[config.mk]
export PLATFORM = sky130hd
export DESIGN_NAME = motor_ripple_stall_tracker
export DESIGN_NICKNAME = d
export VERILOG_FILES = /design/src/rtl/mrst_pkg.sv /design/src/rtl/mrst_update.sv /design/src/rtl/motor_ripple_stall_tracker.sv
export SDC_FILE = /design/constraint.sdc
export NUM_CORES = 1
export LEC_CHECK = 0
export ABC_AREA = 1
export BUFFER_PORTS_ARGS = -buffer_cell sky130_fd_sc_hd__buf_2
export CAP_MARGIN = 40
export CELL_PAD_IN_SITES_DETAIL_PLACEMENT = 2
export CELL_PAD_IN_SITES_GLOBAL_PLACEMENT = 2
export CORE_MARGIN = 1.5
export CORE_UTILIZATION = 37
export DETAILED_ROUTE_END_ITERATION = 6
export PLACE_DENSITY_LB_ADDON = 0.3
export SLEW_MARGIN = 20
export SYNTH_ARGS = -nofsm -noshare
export SYNTH_HDL_FRONTEND = slang
export SYNTH_HIERARCHICAL = 1
export SYNTH_SLANG_ARGS = --single-unit
[constraint.sdc]
create_clock -name clk -period 5.5 [get_ports clk]
set_clock_uncertainty 0.1 [all_clocks]
set_input_delay 1.1 -clock clk [delete_from_list [all_inputs] [get_ports clk]]
set_output_delay 1.1 -clock clk [all_outputs]
set_load 0.005 [all_outputs]
[src/rtl/mrst_pkg.sv]
// ----------------------------------------------------------------------------
// mrst_pkg
// Shared types, codes and reset constants for the motor ripple stall tracker.
// ----------------------------------------------------------------------------
package mrst_pkg;

    localparam int NUM_MOTORS  = 5;
    localparam int MOTOR_IDX_W = 3;
    localparam int MODE_W      = 3;
    localparam int RIPPLE_W    = 16;
    localparam int POS_W       = 16;
    localparam int TIME_W      = 32;
    localparam int STAG_W      = 8;
    localparam int CFG_IDX_W   = 3;
    localparam int CFG_DATA_W  = 16;

    // item modes
    localparam logic [MODE_W-1:0] MODE_FORWARD = 3'd0;
    localparam logic [MODE_W-1:0] MODE_REVERSE = 3'd1;
    localparam logic [MODE_W-1:0] MODE_BRAKE   = 3'd2;
    localparam logic [MODE_W-1:0] MODE_NOP     = 3'd3;
    localparam logic [MODE_W-1:0] MODE_SAMPLE  = 3'd4;

    // stored direction
    localparam logic [1:0] DIR_FORWARD = 2'd0;
    localparam logic [1:0] DIR_REVERSE = 2'd1;
    localparam logic [1:0] DIR_BRAKE   = 2'd2;

    // motor status
    localparam logic [1:0] ST_IDLE    = 2'd0;
    localparam logic [1:0] ST_MOVING  = 2'd1;
    localparam logic [1:0] ST_HOLDING = 2'd2;
    localparam logic [1:0] ST_STALLED = 2'd3;

    // config register indexes
    localparam logic [CFG_IDX_W-1:0] CFG_GRACE   = 3'd0;
    localparam logic [CFG_IDX_W-1:0] CFG_STEP    = 3'd1;
    localparam logic [CFG_IDX_W-1:0] CFG_CONFIRM = 3'd2;
    localparam logic [CFG_IDX_W-1:0] CFG_LIMIT0  = 3'd3;

    localparam logic [15:0]       GRACE_RESET   = 16'd120;
    localparam logic [15:0]       STEP_RESET    = 16'd2;
    localparam logic [STAG_W-1:0] CONFIRM_RESET = 8'd3;
    localparam logic [POS_W-1:0]  LIMIT_RESET [NUM_MOTORS] =
        '{16'd10000, 16'd30000, 16'd30000, 16'd30000, 16'd30000};

    localparam logic [STAG_W-1:0] STAG_MAX = {STAG_W{1'b1}};

    typedef struct packed {
        logic [POS_W-1:0]    position;
        logic [1:0]          direction;
        logic [1:0]          status;
        logic [RIPPLE_W-1:0] last_ripples;
        logic [STAG_W-1:0]   stagnant;
        logic [TIME_W-1:0]   leg_start;
    } motor_rec_t;

    typedef struct packed {
        logic [15:0]       grace_ms;
        logic [15:0]       step_min;
        logic [STAG_W-1:0] confirm;
        logic [POS_W-1:0]  limit;
    } upd_cfg_t;

    typedef struct packed {
        logic accepted;
        logic stall_event;
    } upd_flags_t;

endpackage

[src/rtl/mrst_update.sv]
// ----------------------------------------------------------------------------
// mrst_update
// Next-state logic for one motor record: travel banking, leg start, brake and
// stall watchdog sample.
// ----------------------------------------------------------------------------
module mrst_update (
    input  logic [mrst_pkg::MODE_W-1:0]   mode,
    input  logic [mrst_pkg::RIPPLE_W-1:0] ripple_count,
    input  logic [mrst_pkg::TIME_W-1:0]   now_ms,
    input  mrst_pkg::upd_cfg_t            cfg,
    input  mrst_pkg::motor_rec_t          rec_cur,
    output mrst_pkg::motor_rec_t          rec_new,
    output mrst_pkg::upd_flags_t          flags
);
    import mrst_pkg::*;

    logic signed [POS_W+1:0]  pos_sum;
    logic [POS_W-1:0]         pos_banked;
    logic [TIME_W-1:0]        elapsed;
    logic [RIPPLE_W-1:0]      delta;
    logic [STAG_W-1:0]        stag_inc;
    logic                     watching;

    // bank ripples according to the direction in force before the command
    always_comb
    begin
        unique case (rec_cur.direction)
            DIR_FORWARD: pos_sum = $signed({2'b00, rec_cur.position})
                                 + $signed({2'b00, ripple_count});
            DIR_REVERSE: pos_sum = $signed({2'b00, rec_cur.position})
                                 - $signed({2'b00, ripple_count});
            default:     pos_sum = $signed({2'b00, rec_cur.position});
        endcase
        priority if (pos_sum < 0)
            pos_banked = '0;
        else if (pos_sum > $signed({2'b00, cfg.limit}))
            pos_banked = cfg.limit;
        else
            pos_banked = pos_sum[POS_W-1:0];
    end

    assign elapsed  = now_ms - rec_cur.leg_start;
    assign delta    = ripple_count - rec_cur.last_ripples;
    assign stag_inc = (rec_cur.stagnant != STAG_MAX) ? rec_cur.stagnant + 1'b1
                                                     : rec_cur.stagnant;
    assign watching = ((rec_cur.status == ST_MOVING) || (rec_cur.status == ST_STALLED))
                   && (elapsed >= {{(TIME_W-16){1'b0}}, cfg.grace_ms});

    always_comb
    begin
        rec_new           = rec_cur;
        flags.accepted    = 1'b0;
        flags.stall_event = 1'b0;
        unique case (mode)
            MODE_FORWARD, MODE_REVERSE:
            begin
                flags.accepted       = 1'b1;
                rec_new.position     = pos_banked;
                rec_new.direction    = (mode == MODE_FORWARD) ? DIR_FORWARD : DIR_REVERSE;
                rec_new.status       = ST_MOVING;
                rec_new.last_ripples = '0;
                rec_new.stagnant     = '0;
                rec_new.leg_start    = now_ms;
            end
            MODE_BRAKE:
            begin
                flags.accepted    = 1'b1;
                rec_new.position  = pos_banked;
                rec_new.direction = DIR_BRAKE;
                rec_new.status    = (pos_banked != '0) ? ST_HOLDING : ST_IDLE;
            end
            MODE_SAMPLE:
            begin
                flags.accepted = 1'b1;
                if (watching)
                begin
                    if (delta >= cfg.step_min)
                    begin
                        rec_new.last_ripples = ripple_count;
                        rec_new.stagnant     = '0;
                        rec_new.status       = ST_MOVING;
                    end
                    else
                    begin
                        rec_new.stagnant = stag_inc;
                        if (stag_inc >= cfg.confirm)
                        begin
                            flags.stall_event = (rec_cur.status != ST_STALLED);
                            rec_new.status    = ST_STALLED;
                        end
                    end
                end
            end
            default:
            begin
                // no-op and unused modes leave the record alone
                rec_new = rec_cur;
            end
        endcase
    end

endmodule

[src/rtl/motor_ripple_stall_tracker.sv]
// ----------------------------------------------------------------------------
// motor_ripple_stall_tracker
// Per-motor position bookkeeping and stall watchdog for five motors.
// ----------------------------------------------------------------------------
// Pipeline: input reg, then result reg; a held result stalls the input reg.
// Throughput: 1 item per cycle while out_ready is high; the record update
//   is one register-to-register pass, so back-to-back items on the same
//   motor see the updated record.
// Reset: async active low; config returns to defaults, all motors idle at
//   position 0 with brake direction, pipeline empty. No clearing pass.
// ----------------------------------------------------------------------------
module motor_ripple_stall_tracker (
    input  logic                             clk,
    input  logic                             rst_n,

    // config write port
    input  logic                             cfg_wr_en,
    input  logic [mrst_pkg::CFG_IDX_W-1:0]   cfg_index,
    input  logic [mrst_pkg::CFG_DATA_W-1:0]  cfg_data,

    // item input
    input  logic                             in_valid,
    output logic                             in_ready,
    input  logic [mrst_pkg::MODE_W-1:0]      mode,
    input  logic [mrst_pkg::MOTOR_IDX_W-1:0] motor_index,
    input  logic [mrst_pkg::RIPPLE_W-1:0]    ripple_count,
    input  logic [mrst_pkg::TIME_W-1:0]      now_ms,

    // result output
    output logic                             out_valid,
    input  logic                             out_ready,
    output logic                             accepted,
    output logic [1:0]                       motor_status,
    output logic [mrst_pkg::POS_W-1:0]       position_ripples,
    output logic                             stall_event
);
    import mrst_pkg::*;

    // ------------------------------------------------------------------
    // Config registers
    // ------------------------------------------------------------------
    logic [15:0]       grace_reg;
    logic [15:0]       step_reg;
    logic [STAG_W-1:0] confirm_reg;
    logic [POS_W-1:0]  limit_reg [NUM_MOTORS];

    always_ff @(posedge clk or negedge rst_n)
    begin
        if (!rst_n)
        begin
            grace_reg   <= GRACE_RESET;
            step_reg    <= STEP_RESET;
            confirm_reg <= CONFIRM_RESET;
            for (int m = 0; m < NUM_MOTORS; m++)
                limit_reg[m] <= LIMIT_RESET[m];
        end
        else if (cfg_wr_en)
        begin
            if (cfg_index == CFG_GRACE)
                grace_reg <= cfg_data;
            if (cfg_index == CFG_STEP)
                step_reg <= cfg_data;
            if (cfg_index == CFG_CONFIRM)
                confirm_reg <= cfg_data[STAG_W-1:0];
            for (int m = 0; m < NUM_MOTORS; m++)
                if (cfg_index == CFG_IDX_W'(CFG_LIMIT0 + m))
                    limit_reg[m] <= cfg_data[POS_W-1:0];
        end
    end

    // ------------------------------------------------------------------
    // Handshake: input register -> update -> result register.
    // The input stage advances whenever the result slot is free or being
    // taken this cycle; a held result blocks a fresh transfer only once
    // the input stage is full as well.
    // ------------------------------------------------------------------
    logic                   s1_valid_reg;
    logic [MODE_W-1:0]      s1_mode_reg;
    logic [MOTOR_IDX_W-1:0] s1_idx_reg;
    logic [RIPPLE_W-1:0]    s1_rip_reg;
    logic [TIME_W-1:0]      s1_now_reg;
    logic                   out_valid_reg;
    logic                   advance;
    logic                   s1_fire;

    assign advance  = !out_valid_reg || out_ready;
    assign s1_fire  = s1_valid_reg && advance;
    assign in_ready = !s1_valid_reg || advance;

    always_ff @(posedge clk or negedge rst_n)
    begin
        if (!rst_n)
            s1_valid_reg <= 1'b0;
        else if (in_ready)
            s1_valid_reg <= in_valid;
    end

    always_ff @(posedge clk)
    begin
        if (in_valid && in_ready)
        begin
            s1_mode_reg <= mode;
            s1_idx_reg  <= motor_index;
            s1_rip_reg  <= ripple_count;
            s1_now_reg  <= now_ms;
        end
    end

    // ------------------------------------------------------------------
    // Motor records: five small records in flops, read by index
    // ------------------------------------------------------------------
    motor_rec_t motor_reg [NUM_MOTORS];
    motor_rec_t rec_cur;
    motor_rec_t rec_new;
    upd_flags_t flags;
    upd_cfg_t   upd_cfg;
    logic       idx_ok;

    assign idx_ok = (s1_idx_reg < MOTOR_IDX_W'(NUM_MOTORS));

    always_comb
    begin
        rec_cur         = '0;
        upd_cfg.limit   = '0;
        upd_cfg.grace_ms = grace_reg;
        upd_cfg.step_min = step_reg;
        upd_cfg.confirm  = confirm_reg;
        for (int m = 0; m < NUM_MOTORS; m++)
        begin
            if (s1_idx_reg == MOTOR_IDX_W'(m))
            begin
                rec_cur       = motor_reg[m];
                upd_cfg.limit = limit_reg[m];
            end
        end
    end

    mrst_update u_update (
        .mode         (s1_mode_reg),
        .ripple_count (s1_rip_reg),
        .now_ms       (s1_now_reg),
        .cfg          (upd_cfg),
        .rec_cur      (rec_cur),
        .rec_new      (rec_new),
        .flags        (flags)
    );

    always_ff @(posedge clk or negedge rst_n)
    begin
        if (!rst_n)
        begin
            for (int m = 0; m < NUM_MOTORS; m++)
            begin
                motor_reg[m].position     <= '0;
                motor_reg[m].direction    <= DIR_BRAKE;
                motor_reg[m].status       <= ST_IDLE;
                motor_reg[m].last_ripples <= '0;
                motor_reg[m].stagnant     <= '0;
                motor_reg[m].leg_start    <= '0;
            end
        end
        else if (s1_fire)
        begin
            for (int m = 0; m < NUM_MOTORS; m++)
                if (s1_idx_reg == MOTOR_IDX_W'(m))
                    motor_reg[m] <= rec_new;
        end
    end

    // ------------------------------------------------------------------
    // Result register; out-of-range motor reports all zero
    // ------------------------------------------------------------------
    logic             acc_reg;
    logic [1:0]       status_reg;
    logic [POS_W-1:0] pos_reg;
    logic             event_reg;

    always_ff @(posedge clk or negedge rst_n)
    begin
        if (!rst_n)
            out_valid_reg <= 1'b0;
        else if (advance)
            out_valid_reg <= s1_valid_reg;
    end

    always_ff @(posedge clk)
    begin
        if (s1_fire)
        begin
            acc_reg    <= idx_ok && flags.accepted;
            status_reg <= idx_ok ? rec_new.status : ST_IDLE;
            pos_reg    <= idx_ok ? rec_new.position : '0;
            event_reg  <= idx_ok && flags.stall_event;
        end
    end

    assign out_valid        = out_valid_reg;
    assign accepted         = acc_reg;
    assign motor_status     = status_reg;
    assign position_ripples = pos_reg;
    assign stall_event      = event_reg;

    // ------------------------------------------------------------------
    // Assertions
    // ------------------------------------------------------------------
    a_event_means_stalled: assert property (@(posedge clk) disable iff (!rst_n)
        out_valid && stall_event |-> (motor_status == ST_STALLED) && accepted)
        else $error("stall event without stalled status");

    a_s1_holds: assert property (@(posedge clk) disable iff (!rst_n)
        s1_valid_reg && !advance |=> s1_valid_reg && $stable(s1_idx_reg)
                                     && $stable(s1_now_reg))
        else $error("input stage lost or changed a stalled item");

    a_result_follows_s1: assert property (@(posedge clk) disable iff (!rst_n)
        s1_fire |=> out_valid_reg)
        else $error("item left input stage without a result");

    for (genvar g = 0; g < NUM_MOTORS; g++)
    begin : g_rec_chk
        a_holding_nonzero: assert property (@(posedge clk) disable iff (!rst_n)
            motor_reg[g].status == ST_HOLDING |-> motor_reg[g].position != '0)
            else $error("holding motor at position zero");

        a_dir_legal: assert property (@(posedge clk) disable iff (!rst_n)
            motor_reg[g].direction != 2'd3)
            else $error("illegal stored direction");
    end

endmodule
# Word-level counts from Yosys, hierarchy flattened
# Index checks and enable logic that the tools add are counted.
[totals] regBits=576 input_bits=78 elab_cells=138
[classes] addsub=5 n_lt_le_gt_ge=6 n_eq_ne=19 n_mux=30 n_reduce_logical=30
[ops] cell="76-bit 2-to-1 mux" n=5
[ops] cell="16-bit 2-to-1 mux" n=8
[ops] cell="18-bit one-hot mux with 2 select lines" n=2
[ops] cell="24-bit one-hot mux with 2 select lines" n=1
[ops] cell="32-bit by 16-bit greater-or-equal comparator with 1-bit output" n=1
[ops] cell="32-bit 2-to-1 mux" n=1
[ops] cell="32-bit subtractor" n=1
[ops] cell="26-bit 2-to-1 mux" n=1
[ops] cell="2-bit AND reduction" n=13
[ops] cell="3-bit equality test (second input constant)" n=6
[ops] cell="18-bit by 17-bit greater-than comparator with 1-bit output" n=1
[ops] cell="18-bit by 1-bit < comparator with 1-bit output (second input constant)" n=1
[ops] cell="16-bit by 16-bit adder with 17-bit output" n=1
[ops] cell="16-bit by 16-bit subtractor with 17-bit output" n=1
[ops] cell="16-bit greater-or-equal comparator" n=1
[ops] cell="8-bit 2-to-1 mux" n=2
[ops] cell="16-bit nonzero test" n=1
[ops] cell="16-bit subtractor" n=1
[ops] cell="3-bit by 2-bit equality test with 1-bit output (second input constant)" n=5
[ops] cell="3-bit by 1-bit equality test with 1-bit output (second input constant)" n=3
[ops] cell="3-bit logical NOT" n=3
[ops] cell="8-bit by 1-bit adder with 8-bit output (second input constant)" n=1
[ops] cell="8-bit greater-or-equal comparator" n=1
[ops] cell="8-bit inequality test (second input constant)" n=1
[ops] cell="13 further kinds" n=28

# Logic depth before layout (Yosys ltp)
[logic_depth] depth_word=14 depth_mapped=42 mapped_depth_nobuf=38

# Hierarchy
# The synthesis kept the hierarchy.
[by_module_without_submodules] module="motor_ripple_stall_tracker" instances=1 cells_each=2734 area_per_inst_um2=24065.6 seq_area_each_um2=14840.5
[by_module_without_submodules] module="mrst_update" instances=1 cells_each=1813 area_per_inst_um2=9059.9 seq_area_each_um2=0.0

# Least setup slack after synthesis
# OpenSTA, ideal clock, no wires.
[synth_timing] path_type="register to register" from="reg s1_idx_reg[2]" to="reg status_reg[1] (netlist: motor_status[1]) (data pin)" arrival_ns=4.647 required_ns=5.135 setup_slack_ns=0.488 stages_incl_launch_ff=39 path_cell_list="edfxtp_1 inv_2 clkbuf_1 buf_1 nand3_1 nand2_1 nor2_1 nand3_1 ha_1 inv_1 fa_1 nand3_1 nand2_1 nand2_1 o211ai_1 nand2_1 nand2_1 nand2_1 [3 not listed] a21o_1 a21oi_1 xor2_1 ha_1 nand2_1 inv_1 nand3_1 nor3_1 nand2_1 nand3_1 inv_1 dlygate4sd1_1 o21ai_0 nand3_1 nand3_1 nand3_1 inv_1 nor2_1"
[synth_rtl] item="start: declaration" line="motor_ripple_stall_tracker.sv:79" source="logic [MOTOR_IDX_W-1:0] s1_idx_reg;"
[synth_rtl] item="start signal: assignment" line="motor_ripple_stall_tracker.sv:103" source="s1_idx_reg <= motor_index;"
[synth_rtl] item="end signal: assignment" line="motor_ripple_stall_tracker.sv:191" source="status_reg <= idx_ok ? rec_new.status : ST_IDLE;"
[synth_rtl] item="end: declaration" line="motor_ripple_stall_tracker.sv:174" source="logic [1:0] status_reg;"

==> reports/qor.yml <==
sta:
  finalCritPeriodShare_pct: 121.2
  min_period_ns: 6.666
  fmax_mhz: 150.0
  fin_setup_tns_ns: -103.46
  max_slew.worst_pin.slew_ns: 1.326
  fin_ws_ns: -1.166
  slew_violations: 0
  rsz0062_at_grt: "true"
  hold_viol_final: 0
  slew_headroom_pct: 11.49
  hold-worst-slack_ns: 0.3021
  setup_viol_count_final: 223
setup_path:
  max_stage_delay_ns: 0.68
  required_ns: 5.90
  end_kind: "flip-flop"
  cp-start-kind: "flip-flop"
  worstSetupPathType: "reg -> reg"
  cp.arrival_ns: 7.07
  cp_max_fo: 20
  crit_path_top_delay_cell: "o2111ai_1"
die:
  die_h_um: 302.2
  die_area_um2: 91330
  num_rows: 109
  io_pins: 100
  fp.dieW_um: 302.2
  core_um2: 88510
  initial_utilization_pct: 37.43
clocking:
  cts_tree: "done"
  clk_root_buffer_cell: "clkbuf_16"
  cts_buffer_depth: 3
  clk_latency_ns: 0.73
  htree_num_levels: 3
  clk_pin_slew_ns: 0.08
  cts_buffers: 71
  clock-sinks: 576
layout:
  largest_register_ffs: 380
  fin_util_pct: 48.76
  drive_above_1_share_pct: 24.50
  seq_area_um2: 14840
  multiInputGateArea_um2: 17550
  final_cells: 6126
  stdcell_area_um2: 43150
  fill_cells: 9730
  num-nets-final: 5118
  area_growth_pct: 30.27
place:
  preCtsSetupSlack_ns: -0.4205
  dp.cells: 5898
  dp_hpwl_mm: 95.89
  place_area_um2: 36930
  portBuffers: 99
  place.gp.congestion: 0.9065
synthesis:
  synth_compound_area_share_pct: 10.92
  synthXorXnorAreaFrac_pct: 0.9518
  seq_area_frac_synth_pct: 44.80
  syn_area_um2: 33130
  ys.warnings.count: 6
  synth-seq-cells: 576
  synth_cell_types: 50
  synth_ff_type: "dfrtp_1"
  synth_top_family_by_area: "simple AND/OR/NAND/NOR gates"
  syn_area_per_cell_um2: 7.285
  synth-simple-area-share_pct: 28.45
  synth_edf_count: 74
  synth_async_sr_flop_share_pct: 87.15
  muxShareOfSynthArea_pct: 0
  synthAdderAreaFrac_pct: 5.341
  synth_cells: 4547
  synth_fp_nets: 4764
global_routing:
  grt_usage_pct: 37.82
  grtUsageMet3_pct: 6.399
  use_met2_pct: 65.16
  grt_use_met1_pct: 42.63
  globalRoute.totalOverflow: 0
  grt-busiest-layer: "met2"
  grt_pass1_vias: 40950
  antenna_found_initial: 16
  grt_max_degree: 121
  grt_first_pass_wirelength_mm: 261.1
power_and_ir_drop:
  ir_drop_uv: 300.2
  power.total_mw: 20.57
  powerDensity_nw_per_um2: 476.7
  leakagePower_nw: 20.80
flow_run:
  max-cap-violations: 0
worst_hold_path:
  hold_class: "in -> async"
run_status:
  violations: "design-rule violations, negative setup slack"
  status: "finished with violations"
drt:
  via_count: 38590
  drcViolationCount: 16
  viasPerCell: 6.299
  dr.first_iter.drc_count: 3473
  drtPass1Iterations: 7
  finalWirelength_mm: 215.1
  wl_per_cell_um: 35.11
  drtAntennaViolNets: 0
report_power, final:
part	total, mW	internal, mW	switching, mW	leakage (nW)
clock network	5.36	2.87	2.48	1.21
registers	6.08	5.25	0.827	7.25
logic	9.13	3.17	5.96	12.3
total	20.6	11.3	9.27	20.8
synth_stat cells (all sizes together) (5+ instances only):
library cell	number	share of area (%)
a21oi	113	1.7
inv	573	6.5
nand4	26	0.53
dfrtp	457	35
nor2	368	4.2
o21bai	6	0.14
nor3	17	0.29
or2	14	0.26
buf	125	2.0
dfstp	45	3.6
a21o	5	0.11
nand3	432	6.6
nand2	1433	16
edfxtp	74	6.7
o21ai	565	8.5
clkbuf	91	1.0
xnor2	6	0.16
xor2	30	0.79
ha	135	5.1
worst paths after layout:
check	startpoint	endpoint	slack, ns	depth (start not counted)
max in group asynchronous	rst_n	motor_reg[36]	3.73	2
max reg2reg	s1_idx_reg[1]	motor_reg[285]	-1.17	28
min reg2reg	motor_reg[248]	motor_reg[248]	0.39	2
min	rst_n	motor_reg[219]	0.30	1
max	s1_idx_reg[1]	motor_reg[285]	-1.17	28
min in group clk	motor_reg[248]	motor_reg[248]	0.39	2
critical path, delay by kind of cell, from the launching register on:
family	cells	cell delay (ns)
adders and majority gates	1	0.32
buffers and inverters	7	1.21
DFF	1	0.45
xor gates and xnor gates	1	0.34
and+or+nand+nor	16	2.78
AOI/OAI and AO/OA	3	1.23
metal layers:
layer / vias to the layer above / wire length, um
met1: 19680 / 74380
met2: 2441 / 100600
met4: 26 / 21960
met3: 1268 / 17990
li1: 15170 / -
met5: - / 191
placed cells by master (no fill, tap or decap), drive strengths merged, types with 6 or more instances in the layout:
master / Yosys / layout
clkinv: 0 / 15
a21oi: 113 / 113
buf: 125 / 488
dfrtp: 457 / 457
inv: 573 / 573
ha: 135 / 135
nand4: 26 / 26
xnor2: 6 / 6
o21bai: 6 / 6
edfxtp: 74 / 74
dfstp: 45 / 45
or2: 14 / 14
xor2: 30 / 30
o21ai: 565 / 565
clkbuf: 91 / 117
nand3: 432 / 432
nor3: 17 / 17
nor2: 368 / 368
nand2: 1433 / 1434
cell type report:
type | instances | area share [%]
tap | 1165 | 3.378
clock inverter | 21 | 0.7480
antenna | 2 | 0.01160
inverter | 573 | 5.199
sequential | 576 | 34.39
timing repair buffer | 498 | 10.60
clock buffer | 110 | 5.019
multi-input combinational | 3181 | 40.66
repair_timing:
item / in CTS / in global routing
resized for setup: 138 / 632
gates cloned: 6 / 7
endpoints found under the hold margin: 0 / 0
hold buffers: 0 / 0
pin swaps: 15 / 203
setup endpoints to repair: 213 / 223
buffers inserted: 26 / 59
logic make-up (layout without fill, tap and decap cells):
kind of cell / after synthesis / count (layout)
flops: 576 / 576
other cells: 0 / 2
buf+inv: 791 / 1202
compound gates: 705 / 705
fa+ha+maj: 139 / 139
xor+xnor: 36 / 36
simple gates: 2300 / 2301
Power figures use the tool's default switching activity.
